==> src/rtl/core/lrta_pkg.sv <==
// lrta_pkg: shared types, constants and the arctangent table for the
// lidar ring and time assignment block. No dependencies.
`default_nettype none

package lrta_pkg;

    localparam int INDEX_BITS_DEF    = 20;
    localparam int CORDIC_STAGES_DEF = 16;

    // pipeline depths of the fixed parts
    localparam int PRE_STAGES  = 2;   // square, sum
    localparam int SQRT_STAGES = 32;  // one result bit per stage
    localparam int RING_STAGES = 3;

    localparam int ATAN_LEN = 24;
    localparam int ATAN_W   = 23;
    localparam int ANG_W    = 26;     // signed degrees, Q.16
    localparam int CW       = 36;     // CORDIC vector width
    localparam int TIME_W   = 35;
    localparam int TLAS_W   = 22;

    typedef enum logic [1:0] {
        MODE_4  = 2'd0,
        MODE_16 = 2'd1,
        MODE_32 = 2'd2,
        MODE_64 = 2'd3
    } line_mode_t;

    // register indexes on the APB port (paddr[3:2])
    localparam logic [1:0] REG_LINE_MODE   = 2'd0;
    localparam logic [1:0] REG_COLUMN_TIME = 2'd1;
    localparam logic [1:0] REG_LASER_TIME  = 2'd2;

    // atan(2^-i) in degrees, Q.16, rounded to nearest
    localparam logic [ATAN_W-1:0] ATAN_TAB [ATAN_LEN] = '{
        23'd2949120, 23'd1740967, 23'd919879, 23'd466945, 23'd234379, 23'd117304,
        23'd58666, 23'd29335, 23'd14668, 23'd7334, 23'd3667, 23'd1833,
        23'd917, 23'd458, 23'd229, 23'd115, 23'd57, 23'd29,
        23'd14, 23'd7, 23'd4, 23'd2, 23'd1, 23'd0
    };

    // side-band payload that rides alongside the arithmetic pipeline
    typedef struct packed {
        logic signed [31:0] x;
        logic signed [31:0] y;
        logic signed [31:0] z;
        logic [15:0]        strength;
        logic [TIME_W-1:0]  tcol;
        logic [TLAS_W-1:0]  tlas;
        logic               zero;
    } pay_t;

    typedef struct packed {
        logic       valid;
        logic       keep;
        logic [5:0] ring;
    } ring_res_t;

endpackage

`default_nettype wire

==> src/rtl/core/lrta_cordic.sv <==
// lrta_cordic: pipelined vectoring CORDIC, elevation angle of (r, z) in
// degrees Q.16. Depends on lrta_pkg.
`default_nettype none

module lrta_cordic #(
    parameter int STAGES = lrta_pkg::CORDIC_STAGES_DEF
) (
    input  wire logic                             clk,
    input  wire logic                             rst_n,
    input  wire logic                             in_valid,
    input  wire logic [31:0]                      r,
    input  wire logic signed [31:0]               z,
    output logic                                  out_valid,
    output logic signed [lrta_pkg::ANG_W-1:0]     ang
);

    localparam int CW = lrta_pkg::CW;
    localparam int AW = lrta_pkg::ANG_W;

    logic signed [CW-1:0] cx_reg  [STAGES];
    logic signed [CW-1:0] cy_reg  [STAGES];
    logic signed [AW-1:0] ang_reg [STAGES];
    logic                 vld_reg [STAGES];

    for (genvar i = 0; i < STAGES; i++)
    begin : g_st
        localparam logic signed [AW-1:0] STEP =
            AW'(lrta_pkg::ATAN_TAB[i]);
        logic signed [CW-1:0] cx_in, cy_in, dx, dy;
        logic signed [AW-1:0] a_in;
        logic                 v_in;

        if (i == 0)
        begin : g_first
            assign cx_in = CW'({1'b0, r});
            assign cy_in = {{(CW-32){z[31]}}, z};
            assign a_in  = '0;
            assign v_in  = in_valid;
        end
        else
        begin : g_rest
            assign cx_in = cx_reg[i-1];
            assign cy_in = cy_reg[i-1];
            assign a_in  = ang_reg[i-1];
            assign v_in  = vld_reg[i-1];
        end

        // arithmetic shift rounds toward minus infinity
        assign dx = cy_in >>> i;
        assign dy = cx_in >>> i;

        always_ff @(posedge clk)
        begin
            if (!cy_in[CW-1])
            begin
                cx_reg[i]  <= cx_in + dx;
                cy_reg[i]  <= cy_in - dy;
                ang_reg[i] <= a_in + STEP;
            end
            else
            begin
                cx_reg[i]  <= cx_in - dx;
                cy_reg[i]  <= cy_in + dy;
                ang_reg[i] <= a_in - STEP;
            end
        end

        always_ff @(posedge clk or negedge rst_n)
        begin
            if (!rst_n)
                vld_reg[i] <= 1'b0;
            else
                vld_reg[i] <= v_in;
        end
    end

    assign out_valid = vld_reg[STAGES-1];
    assign ang       = ang_reg[STAGES-1];

endmodule

`default_nettype wire

==> config.mk <==
export PLATFORM = sky130hd
export DESIGN_NAME = lrta_cordic
export DESIGN_NICKNAME = d
export VERILOG_FILES = /design/src/rtl/core/lrta_pkg.sv /design/src/rtl/core/lrta_cordic.sv
export SDC_FILE = /design/constraint.sdc
export NUM_CORES = 2
export LEC_CHECK = 0
export BUFFER_PORTS_ARGS = -buffer_cell sky130_fd_sc_hd__buf_2
export CORE_UTILIZATION = 59
export CTS_CLUSTER_SIZE = 25
export DETAILED_ROUTE_END_ITERATION = 16
export PLACE_DENSITY = 0.75
export SLEW_MARGIN = 0
export SYNTH_ARGS = -nofsm -noshare
export SYNTH_HDL_FRONTEND = slang
export SYNTH_SLANG_ARGS = --single-unit
==> constraint.sdc <==
create_clock -name clk -period 5.3 [get_ports clk]
set_input_delay 0.265 -clock clk [delete_from_list [all_inputs] [get_ports clk]]
set_output_delay 0.265 -clock clk [all_outputs]
set_load 0.1 [all_outputs]
* Word-level counts from Yosys, hierarchy flattened
Memories as Yosys holds them, arrays and structs flattened.
Cells that the tools add are included.
** Cells by class
- Shift-type cells :: 0
- Reductions and logical operators :: 0
- Div/mod/pow operators :: 0
- Magnitude comparators :: 0
- Add/sub/neg operators :: 93
- Bitwise operators :: 48
- $mul :: 0
- Eq/ne operators :: 0
- Muxes and demuxes :: 80
** Operators by type and width (count)
- 36-bit 2-to-1 mux :: 32
- 26-bit 2-to-1 mux :: 16
- 36-bit by 21-bit adder with 36-bit output :: 2
- 36-bit by 22-bit adder with 36-bit output :: 2
- 36-bit by 23-bit adder with 36-bit output :: 2
- 36-bit by 24-bit adder with 36-bit output :: 2
- 36-bit by 25-bit adder with 36-bit output :: 2
- 36-bit by 26-bit adder with 36-bit output :: 2
- 36-bit by 27-bit adder with 36-bit output :: 2
- 36-bit by 28-bit adder with 36-bit output :: 2
- 36-bit by 29-bit adder with 36-bit output :: 2
- 36-bit by 30-bit adder with 36-bit output :: 2
- 36-bit by 31-bit adder with 36-bit output :: 2
- 36-bit by 32-bit adder with 36-bit output :: 2
- 36-bit by 33-bit adder with 36-bit output :: 2
- 36-bit by 34-bit adder with 36-bit output :: 2
- 36-bit by 35-bit adder with 36-bit output :: 2
- 36-bit by 21-bit subtractor with 36-bit output :: 2
- 36-bit by 22-bit subtractor with 36-bit output :: 2
- 36-bit by 23-bit subtractor with 36-bit output :: 2
- 36-bit by 24-bit subtractor with 36-bit output :: 2
- 36-bit by 25-bit subtractor with 36-bit output :: 2
- 36-bit by 26-bit subtractor with 36-bit output :: 2
- 36-bit by 27-bit subtractor with 36-bit output :: 2
- 43 further kinds :: 129
** Storage, ports and cells
- Register bits after elaboration :: 16
- Output and inout port bits :: 27
- Memories kept :: 3
- Word-level logic and storage cells :: 240
- Bits in latches :: 0
- Bits of input ports :: 67
- ROM bits :: 0
- Memory bits (writable) :: 1568
** Memory list
- cx_reg :: words 16, bits a word 36, rd ports 15, clocked after memory_dff 0, wr ports 16, RTL line lrta_cordic.sv:20 : logic signed [CW-1:0] cx_reg [STAGES];
- cy_reg :: words 16, bits a word 36, rd ports 15, clocked after memory_dff 0, wr ports 16, RTL line lrta_cordic.sv:21 : logic signed [CW-1:0] cy_reg [STAGES];
- ang_reg :: words 16, bits a word 26, rd ports 16, clocked after memory_dff 0, wr ports 16, RTL line lrta_cordic.sv:22 : logic signed [AW-1:0] ang_reg [STAGES];

* Longest topological paths before layout
An unclocked memory read counts as a cell.
- Word-level depth :: 3
- Mapped depth :: 22
- Gate-level depth less buffers :: 22

* Worst setup path after synthesis
OpenSTA, ideal clock, no wires.
- Path kind :: register to register
- Start point :: memory cx_reg[2][6] (netlist: cx_reg[1][6])
- End point :: memory cy_reg[3][35] (netlist: cy_reg[0][143])
- Arrival time :: 4.289 ns
- Path slack :: 0.890 ns
- Stages on the path, launching flop included :: 22
- Period minus slack after synthesis :: 4.410 ns
- Buffers on the path :: 1
- Library setup time :: 0.121 ns
- Data required time :: 5.179 ns
- Cell sequence :: dfxtp_1 nor3_1 nand2b_1 nor4_1 nor4b_1 and2_1 nand3b_1 nor4_1 a21oi_1 xor2_1 ha_1 clkbuf_1 a21o_1 a21o_1 a21oi_1 o21ai_0 a21o_1 a21o_1 a21o_1 a21o_1 a31oi_1 xnor2_1
** RTL lines (RTL line)
- start, declared :: lrta_cordic.sv:20
- end, declared :: lrta_cordic.sv:21

==> impl_metrics.json <==
{
  "yosys_register_bits": 1369,
  "final_cell_mix": "ha_1 (1409), a21oi_1 (1392), dfxtp_1 (1339)",
  "via_per_inst": 6.10,
  "vias": 97373,
  "ff2ff_setup_slack_ns": 0.27,
  "routed-wl-met2_mm": 144,
  "m1WireLength_mm": 142,
  "cp_common_cell": "a21oi_1",
  "startpoint": "cx_reg[5][16]",
  "hold_viol": 0,
  "cts_root_buffer": "clkbuf_16",
  "tns_ns": 0,
  "ys_seq_area_share_pct": 25.2,
  "clock_latency_ns": 0.82,
  "wl_mm": 315,
  "ys.flop_type": "dfxtp_1",
  "clock_path_buffers": 3,
  "antenna_found_initial": 8,
  "worst_pin_slew_ns": 1.24,
  "port_buffers": 92,
  "end_kind": "flip-flop",
  "status": "complete, no violations",
  "initial_utilization_pct": 59.5,
  "overflow": 0,
  "maxSlewHeadroom_pct": 16.6,
  "hp-class": "input port to flip-flop",
  "period_needed_ns": 5.03,
  "skew_ns": 0.0304,
  "slowest_stage": "nor4b_1",
  "fin_crit_sh_pct": 94.8,
  "wl_per_cell_um": 19.8,
  "grt_max_degree": 105,
  "holdPathEnd": "cx_reg[0][19]",
  "worstSetupPathType": "flip-flop to flip-flop",
  "crit_fanout": 5,
  "reg2regPathDepth": 16,
  "drive_above_1_share_pct": 4.49,
  "seq_area_um2": 27500,
  "final_nets": 14871,
  "h-tree-depth": 4,
  "hpwl_mm": 255,
  "syn_nets": 14813,
  "grt_pass1_wl_mm": 498,
  "gp_congestion": 0.995,
  "yosysUniqueCellTypes": 107,
  "synth_area_um2": 109000,
  "route.detailed.drc": 0,
  "crit_chain": "nor4_1 > nor4b_1 > a21oi_1 > xor2_1 > ha_1 > a21oi_1 > nand2_1 > a31o_2 > a211oi_1 > o21a_1 > o41ai_2 > a31oi_1 > a21oi_1 > a41oi_1 > o21ai_0 > xor2_1",
  "final_common_cell": "ha_1",
  "setup_viol": 0,
  "max_stage_delay_ns": 0.68,
  "path_buf_inv": 0,
  "rows": 157,
  "cp.arrival_ns": 5.72,
  "hp-start": "r[18]",
  "slew_violations": 0,
  "die_area_um2": 187000,
  "highest_layer": "met5",
  "core-area_um2": 183000,
  "grt_pass1_vias": 92996,
  "async_flop_share_pct": 1.17,
  "pin_count": 94,
  "r2r-end": "cy_reg[1][142]",
  "required_ns": 5.99,
  "drv_cap": 0,
  "fmax_mhz": 199,
  "area_growth_pct": 7.95,
  "met3_length_mm": 19.9,
  "die_w_um": 432,
  "clock_sink_count": 1369,
  "drt_iter0_drc": 7567,
  "multi_input_area_um2": 78100,
  "cts_buffers": 158,
  "yosys_warnings": 0,
  "crit_cells": 16,
  "grt_use_total_pct": 32.7,
  "fillCellCount": 15877,
  "start_kind": "flip-flop",
  "largest_register_ffs": 503,
  "rsz0062_at_grt": "false",
  "synth.avg_cell_area_um2": 8.21,
  "reg2reg_from": "cx_reg[5][16]",
  "synth_edf_count": 0,
  "synth_cells": 13297,
  "clk_pin_slew_worst_paths_ns": 0.06,
  "firstDrtPassIters": 6,
  "die_y_um": 432,
  "ant_nets": 0,
  "cts_tree": "done",
  "crit_family": "compound AO/OA/AOI/OAI gates",
  "hold_depth": 4
}
-- worst min-delay path: cells and delay by family --
kind / cells / cell delay (ns)
xor gates and xnor gates: 1 / 0.14
adders and majority gates: 1 / 0.21
buffers and inverters: 1 / 0.10
AOI/OAI and AO/OA: 1 / 0.14
-- per-stage QoR --
step / hold WS (ns) / setup slack, ns / cell area (um^2) / utilization [%] / cells
2_1_floorplan: -0.0306 / 0.890 / 109000 / - / 13297
3_3_place_gp: 0.171 / 0.604 / 112000 / 61.1 / 15639
3_5_place_dp: 0.185 / 0.451 / 112000 / 61.1 / 15639
4_1_cts: 0.00647 / 0.431 / 118000 / 64.2 / 15950
5_1_grt: 0.0437 / 0.0432 / 118000 / 64.3 / 15950
6_report: 0.0711 / 0.274 / 118000 / 64.3 / 15954
-- cell type report --
cell class / count / area share [%]
well taps: 2464 / 2.62
clock buffers: 197 / 3.66
inverters: 646 / 2.06
repair buffers: 189 / 1.06
clock inverters: 94 / 1.01
flip-flops and latches: 1369 / 23.3
diodes: 4 / 0.00849
multi-input cells: 10991 / 66.3
-- kinds of logic (layout without fill, tap and decap cells) --
family / count (synthesis) / count (layout) / share of synthesized area (%)
compound gates: 3840 / 3840 / 22.4
xor+xnor: 1856 / 1856 / 14.9
fa+ha+maj: 1449 / 1449 / 16.9
buf+inv: 937 / 1126 / 3.31
flops: 1369 / 1369 / 25.2
mux: 74 / 74 / 0.723
other cells: 1 / 5 / 0.00343
simple gates: 3771 / 3771 / 16.7
-- synthesized netlist by cell type, types with 41 or more instances --
cell type | instances | area, um^2
a211oi_1 | 94 | 706
a21o_1 | 589 | 4420
a21oi_1 | 1392 | 6970
a31oi_1 | 191 | 1190
and2_1 | 81 | 507
and3_1 | 142 | 888
buf_1 | 41 | 154
clkbuf_1 | 220 | 826
dfxtp_1 | 1353 | 27100
ha_1 | 1409 | 17600
inv_1 | 640 | 2400
nand2_1 | 702 | 2640
nand2b_1 | 191 | 1190
nand3_1 | 203 | 1020
nand4_1 | 135 | 845
nor2_1 | 1302 | 4890
nor2b_1 | 203 | 1270
nor3_1 | 393 | 1970
nor4_1 | 110 | 688
o211ai_1 | 41 | 308
o21a_1 | 205 | 1540
o21ai_0 | 577 | 2890
o21bai_1 | 199 | 1490
o31ai_1 | 48 | 360
o41ai_1 | 49 | 429
or3_1 | 93 | 582
or4_1 | 46 | 345
xnor2_1 | 1230 | 10800
xor2_1 | 626 | 5480
-- worst max-delay path by stage --
stage                      to  slack (ns)
2_1_floorplan  cy_reg[0][143]        0.89
3_3_place_gp   cy_reg[1][142]        0.60
3_5_place_dp   cy_reg[1][142]        0.45
4_1_cts        cy_reg[1][142]        0.43
5_1_grt        cy_reg[1][142]        0.04
6_report       cy_reg[1][142]        0.27
-- layer usage --
layer | vias to the layer above | global-route usage (%)
met5 | - | 0
met4 | 4 | 9.91
met3 | 577 | 4.77
met2 | 2911 | 54.2
met1 | 46156 | 43.6
li1 | 47725 | -
-- timing repair --
item                                    CTS  global route
buffers inserted                          0             0
hold endpoints to repair                 34             0
gates resized for setup                   0             2
hold buffers                             20             0
endpoints found under the setup margin    0             2
Power is left out: the tool's default activity adds up to more than one toggle a clock period on the data nets, which glitch-free logic cannot reach.
