--- src/rtl/core/lrta_pkg.sv ---
// lrta_pkg: shared types, constants and the arctangent table for the
// lidar ring and time assignment block. No dependencies.
`default_nettype none

package lrta_pkg;

    localparam int INDEX_BITS_DEF    = 20;
    localparam int CORDIC_STAGES_DEF = 16;

    // pipeline depths of the fixed parts
    localparam int PRE_STAGES  = 2;   // square, sum
    localparam int SQRT_STAGES = 32;  // one result bit per stage
    localparam int RING_STAGES = 3;

    localparam int ATAN_LEN = 24;
    localparam int ATAN_W   = 23;
    localparam int ANG_W    = 26;     // signed degrees, Q.16
    localparam int CW       = 36;     // CORDIC vector width
    localparam int TIME_W   = 35;
    localparam int TLAS_W   = 22;

    typedef enum logic [1:0] {
        MODE_4  = 2'd0,
        MODE_16 = 2'd1,
        MODE_32 = 2'd2,
        MODE_64 = 2'd3
    } line_mode_t;

    // register indexes on the APB port (paddr[3:2])
    localparam logic [1:0] REG_LINE_MODE   = 2'd0;
    localparam logic [1:0] REG_COLUMN_TIME = 2'd1;
    localparam logic [1:0] REG_LASER_TIME  = 2'd2;

    // atan(2^-i) in degrees, Q.16, rounded to nearest
    localparam logic [ATAN_W-1:0] ATAN_TAB [ATAN_LEN] = '{
        23'd2949120, 23'd1740967, 23'd919879, 23'd466945, 23'd234379, 23'd117304,
        23'd58666, 23'd29335, 23'd14668, 23'd7334, 23'd3667, 23'd1833,
        23'd917, 23'd458, 23'd229, 23'd115, 23'd57, 23'd29,
        23'd14, 23'd7, 23'd4, 23'd2, 23'd1, 23'd0
    };

    // side-band payload that rides alongside the arithmetic pipeline
    typedef struct packed {
        logic signed [31:0] x;
        logic signed [31:0] y;
        logic signed [31:0] z;
        logic [15:0]        strength;
        logic [TIME_W-1:0]  tcol;
        logic [TLAS_W-1:0]  tlas;
        logic               zero;
    } pay_t;

    typedef struct packed {
        logic       valid;
        logic       keep;
        logic [5:0] ring;
    } ring_res_t;

endpackage

`default_nettype wire

--- src/rtl/core/lrta_ring.sv ---
// lrta_ring: three-stage map from elevation angle to ring number with the
// 16/32/64-line rules and the drop decision. Depends on lrta_pkg.
`default_nettype none

module lrta_ring (
    input  wire logic                               clk,
    input  wire logic                               rst_n,
    input  wire logic                               in_valid,
    input  wire logic signed [lrta_pkg::ANG_W-1:0]  ang,
    input  wire lrta_pkg::line_mode_t               mode,
    output lrta_pkg::ring_res_t                     res
);

    localparam logic [29:0] DIV64 = 30'd6553600;   // 100 degrees in Q.16
    localparam logic [17:0] RECIP = 18'd167772;    // floor(2^40 / DIV64)

    function automatic logic signed [39:0] tdiv(input logic signed [39:0] n,
                                                input int unsigned k);
        logic [39:0] mag, q;
        mag = n[39] ? 40'(-n) : 40'(n);
        q   = mag >> k;
        return n[39] ? -$signed(q) : $signed(q);
    endfunction

    // stage 1
    logic signed [39:0] a40, n1, n2, n3, h100, nb, t1, t2, t3;
    logic signed [11:0] id1_reg, id2_reg, id3a_reg, id1b_reg, id2b_reg, id3ab_reg;
    logic [27:0]        nb_reg, nb2_reg;
    logic               br_reg, out_reg, br2_reg, out2_reg;
    logic               v1_reg, v2_reg;
    logic [45:0]        prod_reg;

    always_comb
    begin
        a40  = 40'(ang);
        n1   = a40 + 40'sd1048576;
        n2   = 40'sd3 * a40 + 40'sd6029312;
        n3   = 40'sd425984 - 40'sd3 * a40;
        h100 = 40'sd100 * a40;
        nb   = -40'sd112459776 - 40'sd200 * a40;
        t1   = tdiv(n1, 17);
        t2   = tdiv(n2, 18);
        t3   = tdiv(n3, 16);
    end

    always_ff @(posedge clk)
    begin
        id1_reg  <= t1[11:0];
        id2_reg  <= t2[11:0];
        id3a_reg <= t3[11:0];
        nb_reg   <= nb[27:0];
        br_reg   <= h100 < -40'sd57868288;
        out_reg  <= (a40 > 40'sd131072) || (h100 < -40'sd159449088);
        // stage 2: reciprocal product for the lower 64-line branch
        prod_reg  <= 46'(nb_reg) * 46'(RECIP);
        nb2_reg   <= nb_reg;
        id1b_reg  <= id1_reg;
        id2b_reg  <= id2_reg;
        id3ab_reg <= id3a_reg;
        br2_reg   <= br_reg;
        out2_reg  <= out_reg;
    end

    // stage 3: quotient correction, select and range check
    logic [5:0]         q0;
    logic [29:0]        rem;
    logic [5:0]         q;
    logic signed [11:0] id3, id;
    logic               keep;
    logic               keep_reg;
    logic               valid_reg;
    logic [5:0]         ring_reg;

    always_comb
    begin
        q0  = prod_reg[45:40];
        rem = {2'b0, nb2_reg} - 30'(q0 * DIV64);
        q   = q0 + 6'((rem >= DIV64) ? 1 : 0);
        id3 = br2_reg ? 12'(7'd32 + 7'(q)) : id3ab_reg;
        unique case (mode)
            lrta_pkg::MODE_4:
            begin
                id   = '0;
                keep = 1'b1;
            end
            lrta_pkg::MODE_16:
            begin
                id   = id1b_reg;
                keep = (id1b_reg >= 0) && (id1b_reg <= 12'sd15);
            end
            lrta_pkg::MODE_32:
            begin
                id   = id2b_reg;
                keep = (id2b_reg >= 0) && (id2b_reg <= 12'sd31);
            end
            lrta_pkg::MODE_64:
            begin
                id   = id3;
                keep = !out2_reg && (id3 >= 0) && (id3 <= 12'sd50);
            end
            default:
            begin
                id   = '0;
                keep = 1'b0;
            end
        endcase
    end

    always_ff @(posedge clk)
    begin
        keep_reg <= keep;
        ring_reg <= id[5:0];
    end

    always_ff @(posedge clk or negedge rst_n)
    begin
        if (!rst_n)
        begin
            v1_reg    <= 1'b0;
            v2_reg    <= 1'b0;
            valid_reg <= 1'b0;
        end
        else
        begin
            v1_reg    <= in_valid;
            v2_reg    <= v1_reg;
            valid_reg <= v2_reg;
        end
    end

    assign res = '{valid: valid_reg, keep: keep_reg, ring: ring_reg};

endmodule

`default_nettype wire

--- config.mk ---
export PLATFORM = sky130hd
export DESIGN_NAME = lrta_ring
export DESIGN_NICKNAME = d
export VERILOG_FILES = /design/src/rtl/core/lrta_pkg.sv /design/src/rtl/core/lrta_ring.sv
export SDC_FILE = /design/constraint.sdc
export NUM_CORES = 1
export LEC_CHECK = 0
export BUFFER_PORTS_ARGS = -buffer_cell sky130_fd_sc_hd__buf_2
export CORE_ASPECT_RATIO = 0.9
export CORE_MARGIN = 2
export CORE_UTILIZATION = 40
export DETAILED_ROUTE_END_ITERATION = 10
export GPL_ROUTABILITY_DRIVEN = 0
export HOLD_SLACK_MARGIN = 0.02
export SETUP_SLACK_MARGIN = 0.05
export SYNTH_ARGS = -nofsm -noshare
export SYNTH_HDL_FRONTEND = slang
export SYNTH_SLANG_ARGS = --single-unit
--- constraint.sdc ---
create_clock -name clk -period 5.9 [get_ports clk]
set_input_delay 0.59 -clock clk [delete_from_list [all_inputs] [get_ports clk]]
set_output_delay 0.59 -clock clk [all_outputs]
set_load 0.01 [all_outputs]
* Yosys cells after proc, flatten, opt, wreduce, memory -nomap -nowiden
Cells that the tools add are included.
** Storage, ports and cells
- Bits in registers :: 186
- Bits of input ports :: 31
- Output and inout bits :: 8
- Word-level logic and storage cells :: 66
** Cells by class
- $add $sub $neg :: 13
- Multipliers :: 5
- Magnitude comparators :: 10
- Equality and inequality tests :: 3
- Muxes and demuxes :: 10
- Reductions and logical operators :: 7
** Operators with widths (number)
- two-way mux 12 bit :: 4
- multiplier 28 x 16 -> 44 bit (second input constant) :: 1
- >= comparator 12 x 1 -> 1 bit (second input constant) :: 3
- negator 12 bit :: 3
- < comparator 34 x 27 -> 1 bit (second input constant) :: 1
- < comparator 34 x 29 -> 1 bit (second input constant) :: 1
- multiplier 6 x 26 -> 32 bit (first input constant) :: 1
- adder 29 x 24 -> 30 bit (second input constant) :: 1
- >= comparator 30 x 23 -> 1 bit (second input constant) :: 1
- two-way mux 30 bit :: 1
- negator 30 bit :: 1
- subtractor 20 x 29 -> 30 bit (first input constant) :: 1
- subtractor 28 x 29 -> 30 bit :: 1
- multiplier 3 x 26 -> 29 bit (first input constant) :: 1
- two-way mux 29 bit :: 1
- negator 27 -> 29 bit :: 1
- two-way mux 28 bit :: 1
- negator 28 bit :: 1
- subtractor 28 bit (first input constant) :: 1
- adder 26 x 22 -> 27 bit (second input constant) :: 1
- greater-than comparator 26 x 19 -> 1 bit (second input constant) :: 1
- multiplier 6 x 26 -> 25 bit (first input constant) :: 1
- case mux 6 bit (4 select lines) :: 1
- <= comparator 12 x 5 -> 1 bit (second input constant) :: 1
- other kinds (13) :: 17

* Longest topological paths before layout
- Word-level depth :: 11
- Mapped depth :: 25
- Mapped depth without buffers :: 23

* Worst setup path before layout
OpenSTA, ideal clock, no wires.
- Path kind :: input-to-reg
- From :: in ang[1] (netlist name)
- To :: reg id3a_reg[7]
- Setup time :: 0.072 ns
- Arrival :: 5.578 ns
- Required time :: 5.828 ns
- Setup slack :: 0.250 ns
- Cell stages on the path :: 25
- Buffers on the path :: 3
- Cells stage by stage :: inv_1 -> ha_1 -> ha_1 -> inv_1 -> fa_1 -> nor2b_4 -> o2111a_1 -> o31a_1 -> or4_1 -> and3_1 -> buf_2 -> ha_1 -> inv_1 -> nor3_1 -> and4_1 -> a2111oi_0 -> or2_1 -> buf_4 -> o21ai_0 -> mux2_1 -> o32a_1 -> buf_2 -> a2111o_1 -> a31oi_1 -> xnor2_1
** On the way
- Word-level cells in the longest chain between the ends :: 6
** Ends and longest elaborated chain
- from (decl) :: RTL line lrta_ring.sv:9 : input wire logic signed [lrta_pkg::ANG_W-1:0] ang,
- multiplier 3 x 26 -> 29 bit (*) :: RTL line lrta_ring.sv:38 : n3 = 40'sd425984 - 40'sd3 * a40;
- subtractor 20 x 29 -> 30 bit (*) :: RTL line lrta_ring.sv:38
- negator 28 bit :: RTL line lrta_ring.sv:20 : mag = n[39] ? 40'(-n) : 40'(n);
- two-way mux 28 bit :: RTL line lrta_ring.sv:20
- negator 12 bit :: RTL line lrta_ring.sv:22 : return n[39] ? -$signed(q) : $signed(q);
- two-way mux 12 bit (*) :: RTL line lrta_ring.sv:22
- named net t3[7] :: RTL line lrta_ring.sv:26 : logic signed [39:0] a40, n1, n2, n3, h100, nb, t1, t2, t3;
- to (signal assigned) :: RTL line lrta_ring.sv:50 : id3a_reg <= t3[11:0];
- to (decl) :: RTL line lrta_ring.sv:27 : logic signed [11:0] id1_reg, id2_reg, id3a_reg, id1b_reg, id2b_reg, id3ab_reg;
Mark *: on every way through the listed nets, which the timed path passes. The rest lies on a longest branch.

* Worst setup path after layout
- From :: reg nb_reg[20]
- To :: reg prod_reg[45]
** On the way
- Word-level cells in the longest chain between the ends :: 1
** Ends and longest elaborated chain
- from (decl) :: RTL line lrta_ring.sv:28 : logic [27:0] nb_reg, nb2_reg;
- from (signal assigned) :: RTL line lrta_ring.sv:51 : nb_reg <= nb[27:0];
- multiplier 28 x 16 -> 44 bit :: RTL line lrta_ring.sv:55 : prod_reg <= 46'(nb_reg) * 46'(RECIP);
- to (signal assigned) :: RTL line lrta_ring.sv:55
- to (decl) :: RTL line lrta_ring.sv:31 : logic [45:0] prod_reg;
No other way between the ends.

==> metrics.md <==
| Metric | Value |
|---|---|
| FMAX | 179 MHz |
| Max Slew Vio Count | 0 |
| FILL cells | 4509 |
| Initial antenna violation count | 0 |
| Post-Syn Instances | a little over 2000 |
| Core footprint | between 40000 and 50000 um2 |
| Pin count of the biggest net entering global routing | 18 |
| Max Cap Violations | 0 |
| Final Cycle Share | 0.949 |
| CP Cell Sequence | buf_6 > ha_2 > fa_1 > fa_1 > fa_1 > fa_1 > fa_1 > ha_1 > a21o_1 > a21o_1 > a21o_1 > a21o_1 > a21oi_1 > o21ai_0 > a21o_1 > a21oi_1 > o211ai_1 > a21oi_2 > o31ai_2 > a21oi_2 > o21bai_1 > xnor2_1 |
| Measured slew at the worst slew-check pin | 0.788 ns |
| Placed cells | 2753 |
| Final nets | 2751 |
| Post-route DRC | 0 |
| CP max stage delay | approximately 0.52 ns |
| Post-route insts no fill | 2786 |
| Layout cells sized above 1 | 0.120 |
| CP Max Fanout | 6 |
| Top cell type's share of synthesized area | 0.240 |
| CTS max path bufs | 2 |
| Clock sinks | 127 |
| Min Tclk post-route | 5.60 ns |
| Max H-tree Level | 4 |
| Initial Utilization | 0.407 |
| CTS Buf Count | 17 |
| CP Class | flop to flop |
| Synthesized area per cell | ~9.4 um2 |
| Slew Limit Headroom | 0.461 |
| Placement Setup Slack | -0.259 ns |
| Post CTS Setup Buffer Count | 0 |
| Max FFs per register | 25 |
| Final wirelength | 46.4 mm |
| Setup Viol. Count Final | 0 |
| Post-DRT Antenna Nets | 0 |
| Area grow syn2layout | 12.6% |
| Placement Rows | 75 |
| ANT cells | 0 |
| Most common cell in the netlist | ha_1 |
| GRT overflow | 0 |
| Synth async-reset ratio | 0.0236 |
| Top cells by count, synth | ha_1, inv_1, fa_1 |
| RSZ-0062 raised after global routing | true |
| Top post-synthesis cells by area | ha_1, fa_1, dfxtp_1 |
| CTS tree | yes |
| IO Pins | 39 |
| Hold Vio Cnt, Final | 0 |
| Die X-Extent | 234 um |
| Worst setup margin | 0.300 ns |
| Synth cell types | roughly 100 |
| Post-synth EDFFs | 0 |
| Routed WL per cell | 16.6 um |
| Area leader, netlist | ha_1 |
| Hold Crit Class | primary input to flop |
| Top FF cell, synth | dfxtp_1 |
| Vias in the first global route | 14926 |
| FF+latch count, synth | 127 |
| Finished Core Util | 0.458 |
| Vias per inst | 5.23 |
| Clock Pin Slew Worst Setup and Hold Paths | 0.07 ns |
| CP Launch Type | flop |
| Pre-antenna DRT Iters | 5 |
| Worst path required time | 6.21 ns |
| Syn Nets | 2613 |
| GRT Total Usage | 0.195 |
| CP Capture Type | flop |
| Final Skew | 0.0182 ns |
| IO buf count | 38 |
| Status | completed |
| Crit path max-delay family | adder cells |
| Root buf cell | clkbuf_16 |
| Die area | 49300 um2 |
| First-iteration detailed-routing DRC count | 792 |
| DP HPWL | 41.0 mm |
| Critical path's slowest cell | fa_1 |
| Synth Cell Area | 19000 um2 |
| Die H | 211 um |
| Sequential cell area fraction in the yosys report | 0.135 |
| First-pass GRT wire length | 77.2 mm |
| CP bufs+invs | 1 |
| Synth Warn # | 0 |
| CP arrival | 5.91 ns |
| Clk_lat worst skew | approximately 0.42 ns |
| Vias | 14560 |
final timing paths:
path / start / end / slack [ns] / cells past startpoint
min reg2reg: id3a_reg[10]$_DFF_P_ / id3ab_reg[10]$_DFF_P_ / 0.32 / 0
min in group asynchronous: rst_n / valid_reg$_DFF_PN0_ / 0.49 / 2
max reg2reg: nb_reg[20]$_DFF_P_ / prod_reg[45]$_DFF_P_ / 0.30 / 22
max in group asynchronous: rst_n / v2_reg$_DFF_PN0_ / 5.31 / 2
max: nb_reg[20]$_DFF_P_ / prod_reg[45]$_DFF_P_ / 0.30 / 22
min: in_valid / v1_reg$_DFF_PN0_ / 0.28 / 1
cell usage in the layout, fill, tap and decap left out, types with 26 or more instances in the layout:
cell and instances:
nand2_1 83, fa_1 197, dfxtp_1 110, a21oi_1 87
xor2_1 46, buf_4 111, a21o_1 33, nand3_1 26
ha_1 361, nor3_1 47, o21ai_0 52, inv_1 327
buf_2 38, xnor2_1 103, nor2_1 85
routing by layer:
| layer | part of all wire | global-route usage | routed length [um] | up-vias |
|---|---|---|---|---|
| met5 | 0 | 0 | 0 | - |
| met4 | 0.0084 | 0.0286 | 391 | 0 |
| met3 | 0.032 | 0.0181 | 1480 | 23 |
| met2 | 0.44 | 0.311 | 20600 | 264 |
| met1 | 0.52 | 0.290 | 23900 | 7021 |
| li1 | - | - | - | 7252 |
per-stage QoR:
step                      instance area [um2]  hold slack (ns)  setup TNS, ns
after floorplan                         19000            0.294              0
after global routing                    21400            0.266              0
after CTS                               21300            0.270              0
final                                   21400            0.280              0
after detailed placement                20700            0.312         -0.674
after global placement                  20700            0.312        -0.0402
cell families (layout without fill, tap and decap cells):
| family | Yosys count | count (layout) | synth area share |
|---|---|---|---|
| XOR/XNOR | 152 | 152 | 0.0716 |
| buffers and inverters | 363 | 514 | 0.0732 |
| adder cells (fa/ha/maj) | 563 | 563 | 0.449 |
| AND/OR/NAND/NOR | 425 | 425 | 0.123 |
| AO/OA/AOI/OAI | 370 | 370 | 0.138 |
| multiplexers | 19 | 19 | 0.0105 |
| flip-flops | 127 | 127 | 0.135 |
layout make-up:
class,instances,area [um2],share of cell area
clock buffer,17,425,0.0199
clock inverter,15,160,0.00749
inverter,330,1240,0.0579
multi-input combinational,1529,15100,0.708
sequential,127,2590,0.121
tap,616,771,0.0360
timing repair buffer,152,1060,0.0494
repair_timing:
| item | 4_1_cts | 5_1_grt |
|---|---|---|
| gates resized for setup | 13 | 28 |
| pin swaps | 0 | 10 |
| hold buffers | 1 | 0 |
| hold endpoints to repair | 3 | 0 |
| setup endpoints to repair | 5 | 10 |
Power is left out: the tool's default activity adds up to more than one toggle a clock period on the data nets, which glitch-free logic cannot reach.
